--- src/design/mp2d_pkg.sv ---
// mp2d_pkg: shared types and constants for the 2-d maxima block
// holds controller states, command/status structs and default sizes
// no dependencies
package mp2d_pkg;

  localparam int unsigned NumPointsDft = 16;
  localparam int unsigned CoordW       = 16;
  localparam int unsigned PointW       = 2 * CoordW;

  typedef enum logic [6:0] {
    ST_IDLE    = 7'b0000001,
    ST_SETUP   = 7'b0000010,
    ST_SORT_RD = 7'b0000100,
    ST_SORT_WR = 7'b0001000,
    ST_SCAN_RD = 7'b0010000,
    ST_SCAN_EV = 7'b0100000,
    ST_FLUSH   = 7'b1000000
  } state_e;

  typedef struct packed {
    logic load;        // store the input point
    logic sort_init;   // start the merge sort and the scan bookkeeping
    logic merge_step;  // write one merged element
    logic scan_rd;     // read port a follows the scan index
    logic scan_step;   // evaluate one sorted point
    logic flush;       // hand out the final pending point
  } cmd_t;

  typedef struct packed {
    logic single;      // set holds at most one point, no sort needed
    logic sort_done;   // this merge step writes the final element
    logic scan_done;   // this scan step handles the final point
  } sts_t;

endpackage

--- src/design/mp2d_ram.sv ---
// mp2d_ram: generic ram, one write port and two registered read ports
// no dependencies
module mp2d_ram #(
  parameter int unsigned Width = 32,
  parameter int unsigned Depth = 16
) (
  input  logic                     clk_i,
  input  logic                     we_i,
  input  logic [$clog2(Depth)-1:0] waddr_i,
  input  logic [Width-1:0]         wdata_i,
  input  logic [$clog2(Depth)-1:0] raddr_a_i,
  input  logic [$clog2(Depth)-1:0] raddr_b_i,
  output logic [Width-1:0]         rdata_a_o,
  output logic [Width-1:0]         rdata_b_o
);

  logic [Width-1:0] mem_q [Depth];

  always_ff @(posedge clk_i) begin
    if (we_i) begin
      mem_q[waddr_i] <= wdata_i;
    end
    rdata_a_o <= mem_q[raddr_a_i];
    rdata_b_o <= mem_q[raddr_b_i];
  end

endmodule

--- src/design/mp2d_ctrl.sv ---
// mp2d_ctrl: sequencer for load, merge sort and scan
// depends on mp2d_pkg
module mp2d_ctrl (
  input  logic            clk_i,
  input  logic            rst_ni,
  input  logic            start_i,
  input  logic            set_last_i,
  input  mp2d_pkg::sts_t  sts_i,
  output mp2d_pkg::cmd_t  cmd_o,
  output logic            busy_o
);

  mp2d_pkg::state_e state_q, state_d;

  always_comb begin
    state_d = state_q;
    cmd_o   = '0;
    case (state_q)
      mp2d_pkg::ST_IDLE: begin
        if (start_i) begin
          cmd_o.load = 1'b1;
          if (set_last_i) begin
            state_d = mp2d_pkg::ST_SETUP;
          end
        end
      end
      mp2d_pkg::ST_SETUP: begin
        cmd_o.sort_init = 1'b1;
        state_d = sts_i.single ? mp2d_pkg::ST_SCAN_RD : mp2d_pkg::ST_SORT_RD;
      end
      mp2d_pkg::ST_SORT_RD: begin
        state_d = mp2d_pkg::ST_SORT_WR;
      end
      mp2d_pkg::ST_SORT_WR: begin
        cmd_o.merge_step = 1'b1;
        state_d = sts_i.sort_done ? mp2d_pkg::ST_SCAN_RD : mp2d_pkg::ST_SORT_RD;
      end
      mp2d_pkg::ST_SCAN_RD: begin
        cmd_o.scan_rd = 1'b1;
        state_d = mp2d_pkg::ST_SCAN_EV;
      end
      mp2d_pkg::ST_SCAN_EV: begin
        cmd_o.scan_step = 1'b1;
        if (sts_i.scan_done) begin
          state_d = mp2d_pkg::ST_FLUSH;
        end else begin
          state_d = mp2d_pkg::ST_SCAN_RD;
        end
      end
      mp2d_pkg::ST_FLUSH: begin
        cmd_o.flush = 1'b1;
        state_d = mp2d_pkg::ST_IDLE;
      end
      default: begin
        state_d = mp2d_pkg::ST_IDLE;
      end
    endcase
  end

  always_ff @(posedge clk_i or negedge rst_ni) begin
    if (!rst_ni) begin
      state_q <= mp2d_pkg::ST_IDLE;
    end else begin
      state_q <= state_d;
    end
  end

  assign busy_o = (state_q != mp2d_pkg::ST_IDLE);

  // scan evaluation always follows its read cycle
  a_ev_after_rd: assert property (@(posedge clk_i) disable iff (!rst_ni)
    (state_q == mp2d_pkg::ST_SCAN_EV) |-> ($past(state_q) == mp2d_pkg::ST_SCAN_RD))
    else $error("scan evaluate without read");

  // a merge write is always preceded by its read cycle
  a_wr_after_rd: assert property (@(posedge clk_i) disable iff (!rst_ni)
    (state_q == mp2d_pkg::ST_SORT_WR) |-> ($past(state_q) == mp2d_pkg::ST_SORT_RD))
    else $error("merge write without read");

endmodule

--- src/design/mp2d_dpath.sv ---
// mp2d_dpath: point store banks, merge counters, scan and result registers
// depends on mp2d_pkg and mp2d_ram
module mp2d_dpath #(
  parameter int unsigned NumPoints = mp2d_pkg::NumPointsDft
) (
  input  logic                               clk_i,
  input  logic                               rst_ni,
  input  mp2d_pkg::cmd_t                     cmd_i,
  output mp2d_pkg::sts_t                     sts_o,
  input  logic signed [mp2d_pkg::CoordW-1:0] point_x_i,
  input  logic signed [mp2d_pkg::CoordW-1:0] point_y_i,
  output logic                               max_valid_o,
  output logic signed [mp2d_pkg::CoordW-1:0] max_x_o,
  output logic signed [mp2d_pkg::CoordW-1:0] max_y_o,
  output logic                               run_last_o,
  output logic                               overflowed_o
);

  localparam int unsigned AW = $clog2(NumPoints);
  localparam int unsigned CW = $clog2(NumPoints + 1);
  localparam int unsigned SW = CW + 2;
  localparam int unsigned PW = mp2d_pkg::PointW;
  localparam int unsigned DW = mp2d_pkg::CoordW;

  logic [CW-1:0] count_q, count_d;
  logic          ovf_q, ovf_d;
  logic          src_q, src_d;
  logic [SW-1:0] width_q, width_d, lo_q, lo_d, mid_q, mid_d, hi_q, hi_d;
  logic [SW-1:0] i_q, i_d, j_q, j_d, k_q, k_d;
  logic [CW-1:0] idx_q, idx_d;
  logic signed [DW-1:0] best_q, best_d;
  logic          pend_q, pend_d;
  logic [PW-1:0] pend_pt_q, pend_pt_d;
  logic          strobe_q, strobe_d;
  logic [PW-1:0] out_pt_q, out_pt_d;
  logic          out_last_q, out_last_d, out_ovf_q, out_ovf_d;

  logic [SW-1:0] n_ext;
  logic [AW-1:0] raddr_a, raddr_b, waddr;
  logic [PW-1:0] wdata, b0_rd_a, b0_rd_b, b1_rd_a, b1_rd_b, da, db;
  logic          we0, we1;
  logic signed [DW-1:0] xa, xb, ya;
  logic          take_a, run_end, pass_end, sort_end, emit;
  logic [SW-1:0] k_nx, lo_nx, w2, run_lo, run_w, run_mid, run_hi;

  assign n_ext = SW'(count_q);

  // bank selection: src_q holds the bank being read
  assign da = src_q ? b1_rd_a : b0_rd_a;
  assign db = src_q ? b1_rd_b : b0_rd_b;
  assign xa = da[PW-1:DW];
  assign xb = db[PW-1:DW];
  assign ya = da[DW-1:0];

  assign raddr_a = cmd_i.scan_rd ? idx_q[AW-1:0] : i_q[AW-1:0];
  assign raddr_b = j_q[AW-1:0];

  // merge decision, ties take the left run
  assign take_a   = (i_q < mid_q) && ((j_q >= hi_q) || (xa >= xb));
  assign k_nx     = k_q + SW'(1);
  assign run_end  = (k_nx == hi_q);
  assign w2       = width_q << 1;
  assign lo_nx    = lo_q + w2;
  assign pass_end = (lo_nx >= n_ext);
  assign sort_end = (w2 >= n_ext);

  // bounds of the next run to merge
  always_comb begin
    if (cmd_i.sort_init) begin
      run_lo = '0;
      run_w  = SW'(1);
    end else if (!pass_end) begin
      run_lo = lo_nx;
      run_w  = width_q;
    end else begin
      run_lo = '0;
      run_w  = w2;
    end
    run_mid = ((run_lo + run_w) < n_ext) ? (run_lo + run_w) : n_ext;
    run_hi  = ((run_lo + (run_w << 1)) < n_ext) ? (run_lo + (run_w << 1)) : n_ext;
  end

  // write port steering
  always_comb begin
    we0   = 1'b0;
    we1   = 1'b0;
    waddr = k_q[AW-1:0];
    wdata = take_a ? da : db;
    if (cmd_i.load) begin
      we0   = (count_q < CW'(NumPoints));
      waddr = count_q[AW-1:0];
      wdata = {point_x_i, point_y_i};
    end else if (cmd_i.merge_step) begin
      we0 = src_q;
      we1 = !src_q;
    end
  end

  assign emit = !pend_q || (ya > best_q);

  always_comb begin
    count_d    = count_q;
    ovf_d      = ovf_q;
    src_d      = src_q;
    width_d    = width_q;
    lo_d       = lo_q;
    mid_d      = mid_q;
    hi_d       = hi_q;
    i_d        = i_q;
    j_d        = j_q;
    k_d        = k_q;
    idx_d      = idx_q;
    best_d     = best_q;
    pend_d     = pend_q;
    pend_pt_d  = pend_pt_q;
    strobe_d   = 1'b0;
    out_pt_d   = out_pt_q;
    out_last_d = out_last_q;
    out_ovf_d  = out_ovf_q;

    if (cmd_i.load) begin
      if (count_q < CW'(NumPoints)) begin
        count_d = count_q + CW'(1);
      end else begin
        ovf_d = 1'b1;
      end
    end

    if (cmd_i.sort_init) begin
      src_d   = 1'b0;
      width_d = SW'(1);
      lo_d    = '0;
      mid_d   = run_mid;
      hi_d    = run_hi;
      i_d     = '0;
      j_d     = run_mid;
      k_d     = '0;
      idx_d   = '0;
      pend_d  = 1'b0;
    end

    if (cmd_i.merge_step) begin
      if (!run_end) begin
        k_d = k_nx;
        if (take_a) begin
          i_d = i_q + SW'(1);
        end else begin
          j_d = j_q + SW'(1);
        end
      end else begin
        lo_d  = run_lo;
        mid_d = run_mid;
        hi_d  = run_hi;
        i_d   = run_lo;
        j_d   = run_mid;
        k_d   = run_lo;
        if (pass_end) begin
          width_d = w2;
          src_d   = !src_q;
        end
      end
    end

    if (cmd_i.scan_step) begin
      idx_d = idx_q + CW'(1);
      if (emit) begin
        best_d    = ya;
        pend_d    = 1'b1;
        pend_pt_d = da;
        if (pend_q) begin
          // an earlier point is now known not to be the last
          strobe_d   = 1'b1;
          out_pt_d   = pend_pt_q;
          out_last_d = 1'b0;
          out_ovf_d  = ovf_q;
        end
      end
    end

    if (cmd_i.flush) begin
      strobe_d   = 1'b1;
      out_pt_d   = pend_pt_q;
      out_last_d = 1'b1;
      out_ovf_d  = ovf_q;
      count_d    = '0;
      ovf_d      = 1'b0;
      pend_d     = 1'b0;
    end
  end

  always_ff @(posedge clk_i or negedge rst_ni) begin
    if (!rst_ni) begin
      count_q  <= '0;
      ovf_q    <= 1'b0;
      src_q    <= 1'b0;
      width_q  <= '0;
      lo_q     <= '0;
      mid_q    <= '0;
      hi_q     <= '0;
      i_q      <= '0;
      j_q      <= '0;
      k_q      <= '0;
      idx_q    <= '0;
      best_q   <= '0;
      pend_q   <= 1'b0;
      strobe_q <= 1'b0;
    end else begin
      count_q  <= count_d;
      ovf_q    <= ovf_d;
      src_q    <= src_d;
      width_q  <= width_d;
      lo_q     <= lo_d;
      mid_q    <= mid_d;
      hi_q     <= hi_d;
      i_q      <= i_d;
      j_q      <= j_d;
      k_q      <= k_d;
      idx_q    <= idx_d;
      best_q   <= best_d;
      pend_q   <= pend_d;
      strobe_q <= strobe_d;
    end
  end

  always_ff @(posedge clk_i) begin
    pend_pt_q  <= pend_pt_d;
    out_pt_q   <= out_pt_d;
    out_last_q <= out_last_d;
    out_ovf_q  <= out_ovf_d;
  end

  mp2d_ram #(
    .Width (PW),
    .Depth (NumPoints)
  ) u_bank0 (
    .clk_i     (clk_i),
    .we_i      (we0),
    .waddr_i   (waddr),
    .wdata_i   (wdata),
    .raddr_a_i (raddr_a),
    .raddr_b_i (raddr_b),
    .rdata_a_o (b0_rd_a),
    .rdata_b_o (b0_rd_b)
  );

  mp2d_ram #(
    .Width (PW),
    .Depth (NumPoints)
  ) u_bank1 (
    .clk_i     (clk_i),
    .we_i      (we1),
    .waddr_i   (waddr),
    .wdata_i   (wdata),
    .raddr_a_i (raddr_a),
    .raddr_b_i (raddr_b),
    .rdata_a_o (b1_rd_a),
    .rdata_b_o (b1_rd_b)
  );

  assign sts_o.single    = (count_q <= CW'(1));
  assign sts_o.sort_done = run_end && pass_end && sort_end;
  assign sts_o.scan_done = ((idx_q + CW'(1)) == count_q);

  assign max_valid_o  = strobe_q;
  assign max_x_o      = out_pt_q[PW-1:DW];
  assign max_y_o      = out_pt_q[DW-1:0];
  assign run_last_o   = out_last_q;
  assign overflowed_o = out_ovf_q;

  a_merge_in_range: assert property (@(posedge clk_i) disable iff (!rst_ni)
    cmd_i.merge_step |-> (k_q < n_ext))
    else $error("merge write beyond the set");

  a_merge_has_src: assert property (@(posedge clk_i) disable iff (!rst_ni)
    cmd_i.merge_step |-> ((i_q < mid_q) || (j_q < hi_q)))
    else $error("merge step with both runs exhausted");

  a_count_cap: assert property (@(posedge clk_i) disable iff (!rst_ni)
    count_q <= CW'(NumPoints))
    else $error("point count above capacity");

  a_last_clears: assert property (@(posedge clk_i) disable iff (!rst_ni)
    (strobe_q && out_last_q) |-> (count_q == '0) && !ovf_q && !pend_q)
    else $error("set state not cleared after final result");

endmodule

--- src/design/maximal_points_2d_unit.sv ---
// maximal_points_2d_unit: maxima of a 2-d point set, top level
// depends on mp2d_pkg, mp2d_ctrl, mp2d_dpath (which holds two mp2d_ram banks)
//
//   channel  | direction | handshake             | payload
//   ---------+-----------+-----------------------+-------------------------------
//   point    | in        | start_i & !busy_o     | point_x_i, point_y_i, set_last_i
//   maximum  | out       | max_valid_o (1 cycle) | max_x_o, max_y_o, run_last_o,
//            |           |                       | overflowed_o
//
// a point beat that is not last is stored while busy_o stays low
// the last beat starts the set work: a setup step, a merge sort over
// ceil(log2 n) passes, a scan of the sorted points and a flush, each merge
// or scan decision waiting on the registered ram read in front of it
// the receiver cannot stall; results leave as strobes during the scan, the
// final one in the cycle in which busy_o falls
// reset clears the count, overflow flag and sequencer; ram contents are kept
module maximal_points_2d_unit #(
  parameter int unsigned NumPoints = mp2d_pkg::NumPointsDft
) (
  input  logic                               clk_i,
  input  logic                               rst_ni,
  input  logic                               start_i,
  output logic                               busy_o,
  input  logic signed [mp2d_pkg::CoordW-1:0] point_x_i,
  input  logic signed [mp2d_pkg::CoordW-1:0] point_y_i,
  input  logic                               set_last_i,
  output logic                               max_valid_o,
  output logic signed [mp2d_pkg::CoordW-1:0] max_x_o,
  output logic signed [mp2d_pkg::CoordW-1:0] max_y_o,
  output logic                               run_last_o,
  output logic                               overflowed_o
);

  mp2d_pkg::cmd_t cmd;
  mp2d_pkg::sts_t sts;

  mp2d_ctrl u_ctrl (
    .clk_i      (clk_i),
    .rst_ni     (rst_ni),
    .start_i    (start_i),
    .set_last_i (set_last_i),
    .sts_i      (sts),
    .cmd_o      (cmd),
    .busy_o     (busy_o)
  );

  mp2d_dpath #(
    .NumPoints (NumPoints)
  ) u_dpath (
    .clk_i        (clk_i),
    .rst_ni       (rst_ni),
    .cmd_i        (cmd),
    .sts_o        (sts),
    .point_x_i    (point_x_i),
    .point_y_i    (point_y_i),
    .max_valid_o  (max_valid_o),
    .max_x_o      (max_x_o),
    .max_y_o      (max_y_o),
    .run_last_o   (run_last_o),
    .overflowed_o (overflowed_o)
  );

endmodule

--- config.mk ---
export PLATFORM = sky130hd
export DESIGN_NAME = maximal_points_2d_unit
export DESIGN_NICKNAME = d
export VERILOG_FILES = /design/src/design/mp2d_pkg.sv /design/src/design/mp2d_ram.sv /design/src/design/mp2d_ctrl.sv /design/src/design/mp2d_dpath.sv /design/src/design/maximal_points_2d_unit.sv
export SDC_FILE = /design/constraint.sdc
export NUM_CORES = 2
export LEC_CHECK = 0
export ABC_AREA = 1
export BUFFER_PORTS_ARGS = -buffer_cell sky130_fd_sc_hd__buf_2
export CORE_MARGIN = 8
export CORE_UTILIZATION = 50
export DETAILED_ROUTE_END_ITERATION = 10
export HOLD_SLACK_MARGIN = 0.15
export PLACE_DENSITY = 0.65
export SLEW_MARGIN = 15
export SYNTH_ARGS = -nofsm -noshare
export SYNTH_HDL_FRONTEND = slang
export SYNTH_SLANG_ARGS = --single-unit
--- constraint.sdc ---
create_clock -name clk_i -period 9.5 [get_ports clk_i]
set_input_delay 1.425 -clock clk_i [delete_from_list [all_inputs] [get_ports clk_i]]
set_output_delay 1.425 -clock clk_i [all_outputs]
set_load 0.02 [all_outputs]
==> out/qor.csv <==
stage;metric;value;unit
floorplanning;die_w;365.1;µm
placement;postPlaceCellArea;0.06277;mm²
sta;worstMarginPinSlew;1244;ps
setup_path;crit_fanout;44;
power_and_ir_drop;clockPowerShare;24.1;%
setup_path;crit_slowest_cell;nor2_4;
global_routing;grt_max_degree;182;
clock_tree;ctsHoldBuffers;0;
synthesis;ys_seq_area_share;61.45;%
sta;grt_setup_unrepaired;no;
sta;max_freq;175.4;MHz
clock_tree;clock_latency;760;ps
synthesis;synth_top_area_share;53.67;%
cells_and_area;final_common_cell;edfxtp_1;
setup_path;cp_data_arrival_time;6090;ps
sta;finalSetupViolCount;0;
sta;skew;28.31;ps
synthesis;synth.area.top_cells;edfxtp_1 54%, o21ai_0 8.4%, nor2_1 5.4%, dfxtp_1 4.2%, dfrtp_1 3.5%;
synthesis;yosysUniqueCellTypes;55;
worst_hold_path;hold_class;flip-flop to flip-flop;
placement;io_buffers;71;
routing;routed_wirelength;209100;µm
setup_path;critPathCaptureType;flip-flop;
setup_path;start_kind;flip-flop;
routing;drtIter0Drc;8239;
synthesis;async_flop_share;6.595;%
synthesis;yosys_warnings;0;
power_and_ir_drop;p_comb_share;36.7;%
setup_path;crit_chain;inv_1 > nand3_1 > nor4_1 > inv_2 > nor2_4 > buf_4 > inv_2 > a21oi_1 > inv_1 > nor2_1 > nand2_1 > nor2_4 > buf_4;
cells_and_area;final-seq-area;0.03745;mm²
clock_tree;clk_pin_slew;60;ps
clock_tree;clk_path_buf_depth;3;
power_and_ir_drop;swShare;39.76;%
floorplanning;fp.coreArea;0.1214;mm²
synthesis;synth.cell_area;0.06093;mm²
routing;first_pass_iters;8;
cells_and_area;drive_gt1_share;8.190;%
power_and_ir_drop;power.total;22.99;mW
placement;dp_slack;3604;ps
sta;postLayoutSetupSlackWorst;3798;ps
power_and_ir_drop;p_seq_share;39.2;%
clock_tree;cts.sinks;1304;
sta;hold_viol_final;0;
routing;drc;0;
routing;route.vias.total;49583;
setup_path;path_class;flip-flop to flip-flop;
power_and_ir_drop;p_leak;23.83;nW
cells_and_area;layout_common_cells;1089 x edfxtp_1, 1016 x o21ai_0, 841 x nor2_1;
placement;dpl.hpwl;117200;µm
setup_path;startpoint;u_ctrl.state_q[5];
setup_path;rr_startpoint;u_ctrl.state_q[5];
floorplanning;num_io_pins;72;
setup_path;critPathTopFamily;buffers and inverters;
cells_and_area;fin_nets;5919;
placement;dpl.cell_count;7282;
sta;final-max-slew-violation-count;0;
setup_path;critPathBufInv;6;
placement;globalplace.congestion;0.8709;
clock_tree;post-cts-setup-buffers;0;
power_and_ir_drop;vdd_ir_drop_max;0.4242;mV
outcome;status;finished, final reports clean;
setup_path;cpPeakStageDelay;910;ps
cells_and_area;n_fill_cell;10201;
global_routing;track_usage;30.41;%
power_and_ir_drop;intPower;13.85;mW
clock_tree;cts_tree;built;
routing;antenna_left;0;
global_routing;grt_pass1_vias;45935;
cells_and_area;multi_input_area;0.02086;mm²
synthesis;syn_inst;5936;
cells_and_area;synthToLayoutAreaGrowth;10.67;%
global_routing;grt_pass1_wl;302600;µm
power_and_ir_drop;p_sw;9.139;mW
routing;viasPerCell;6.577;
sta;max_slew_margin;16.88;%
sta;period_share;60.02;%
global_routing;antenna_found_initial;15;
floorplanning;floorplan.initialDensity;50.19;%
clock_tree;h-tree-depth;4;
setup_path;crit_required;9890;ps
clock_tree;cts_root_buffer;clkbuf_16;
synthesis;synth_ff_type;edfxtp_1;
floorplanning;die_h;365.1;µm
routing;routedWlPerCell;27.74;µm
cells_and_area;stdcell_area;0.06743;mm²
sta;setup_tns;0;ps
floorplanning;dieArea;0.1333;mm²
power_and_ir_drop;pwr_density_cell;340.9;mW/mm²
synthesis;synth_top_cell_by_area;edfxtp_1;
clock_tree;numCtsBuffers;137;
synthesis;synth_edf_count;1089;
worst_hold_path;min_from;u_dpath.pend_pt_q[0];
synthesis;yosys_register_bits;1304;
clock_tree;cts.repair.resized;0;
global_routing;gr-total-overflow;0;
floorplanning;fp-row-count;128;
job;cap_viol_max_count;0;
sta;fin_crit;5702;ps
cells_and_area;layoutNonFillerInstCount;7539;
synthesis;syn_avg_cell_area;10.26;µm²
## metal layers
metal | share of wire (%) | wire length (µm) | GRT usage [%]
met1 | 38 | 80180 | 42.51
met2 | 43 | 89270 | 44.93
met3 | 14 | 29570 | 7.489
met5 | 0.026 | 55 | 0
met4 | 4.8 | 10070 | 13.81
## power groups by stage
stage | combinational (mW) | clock [mW] | sequential (mW)
final | 8.44 | 5.54 | 9.01
after global routing | 9.09 | 5.80 | 9.02
after CTS | 8.16 | 5.57 | 8.99
after detailed placement | 8.14 | 0 | 9.11
after global placement | 7.97 | 0 | 9.12
after floorplan | 5.38 | 0 | 8.87
## flip-flops by register name, indices dropped and copies added (netlist names), 5 cells and up
name                       cells
u_dpath.mid_q                  7
u_dpath.hi_q                   7
u_dpath.lo_q                   7
u_dpath.u_bank0.rdata_b_o     32
u_dpath.idx_q                  5
u_dpath.width_q                7
u_dpath.j_q                    7
u_dpath.u_bank1.mem_q        512
u_dpath.k_q                    7
u_dpath.best_q                16
u_dpath.count_q                5
u_dpath.out_pt_q              32
u_dpath.pend_pt_q             32
u_ctrl.state_q                 7
u_dpath.i_q                    7
u_dpath.u_bank0.rdata_a_o     32
u_dpath.u_bank0.mem_q        512
u_dpath.u_bank1.rdata_b_o     32
u_dpath.u_bank1.rdata_a_o     32
## synthesized netlist by cell type, drive strengths merged, types with 2 or more instances
| master | instances |
|---|---|
| a211oi | 3 |
| a21o | 3 |
| a21oi | 330 |
| a22o | 2 |
| a22oi | 2 |
| a31oi | 2 |
| buf | 68 |
| clkbuf | 380 |
| clkinv | 7 |
| dfrtp | 85 |
| dfxtp | 129 |
| edfxtp | 1089 |
| fa | 3 |
| ha | 84 |
| inv | 339 |
| mux2i | 74 |
| nand2 | 567 |
| nand3 | 243 |
| nand3b | 4 |
| nand4 | 15 |
| nor2 | 880 |
| nor3 | 10 |
| nor4 | 7 |
| o2111ai | 2 |
| o211ai | 106 |
| o21a | 4 |
| o21ai | 1031 |
| o221ai | 196 |
| o22ai | 33 |
| o311ai | 85 |
| o31ai | 2 |
| o32ai | 94 |
| or2 | 22 |
| xnor2 | 8 |
| xor2 | 20 |
## layout make-up
| class | count | share of cell area (%) |
|---|---|---|
| flip-flops and latches | 1304 | 55.54 |
| well taps | 1625 | 3.015 |
| multi-input cells | 3839 | 30.94 |
| clock inverters | 77 | 1.215 |
| diodes | 4 | 0.01485 |
| repair buffers | 168 | 1.666 |
| inverters | 346 | 1.969 |
| clock buffers | 176 | 5.639 |
## through the flow
| stage | hold WS [ps] | util (%) |
|---|---|---|
| global placement | 401.6 | 51.68 |
| global route | 425.2 | 55.53 |
| floorplan | 400.3 | - |
| CTS | 419.0 | 55.51 |
| finish | 419.6 | 55.54 |
| detailed placement | 404.5 | 51.70 |
## path summary, 6_finish.rpt
check / slack (ps) / end / depth (start not counted)
min in group asynchronous: 570 / u_dpath.best_q[3] / 1
max reg2reg: 3800 / u_dpath.u_bank0.mem_q[7][10] / 13
min reg2reg: 420 / u_dpath.out_pt_q[0] / 0
max in group asynchronous: 7600 / u_dpath.j_q[0] / 2
min: 420 / u_dpath.out_pt_q[0] / 0
max: 3800 / u_dpath.u_bank0.mem_q[7][10] / 13
## worst register-to-register path, cell delays in order (launching register included)
cell     delay [ps]
dfrtp_1         400
inv_1           100
nand3_1         160
nor4_1          390
inv_2           120
nor2_4           90
buf_4           620
inv_2           640
a21oi_1         690
inv_1           130
nor2_1          250
nand2_1         190
nor2_4          910
buf_4           590
## logic make-up after synthesis
kind of cell	after synthesis	synth area share, %
other cells	1	0.006155
simple gates	1749	11.59
flops	1304	61.45
buf+inv	794	4.962
compound gates	1899	18.54
mux	74	1.216
xor+xnor	28	0.4148
fa+ha+maj	87	1.824
Power figures use the tool's default switching activity.
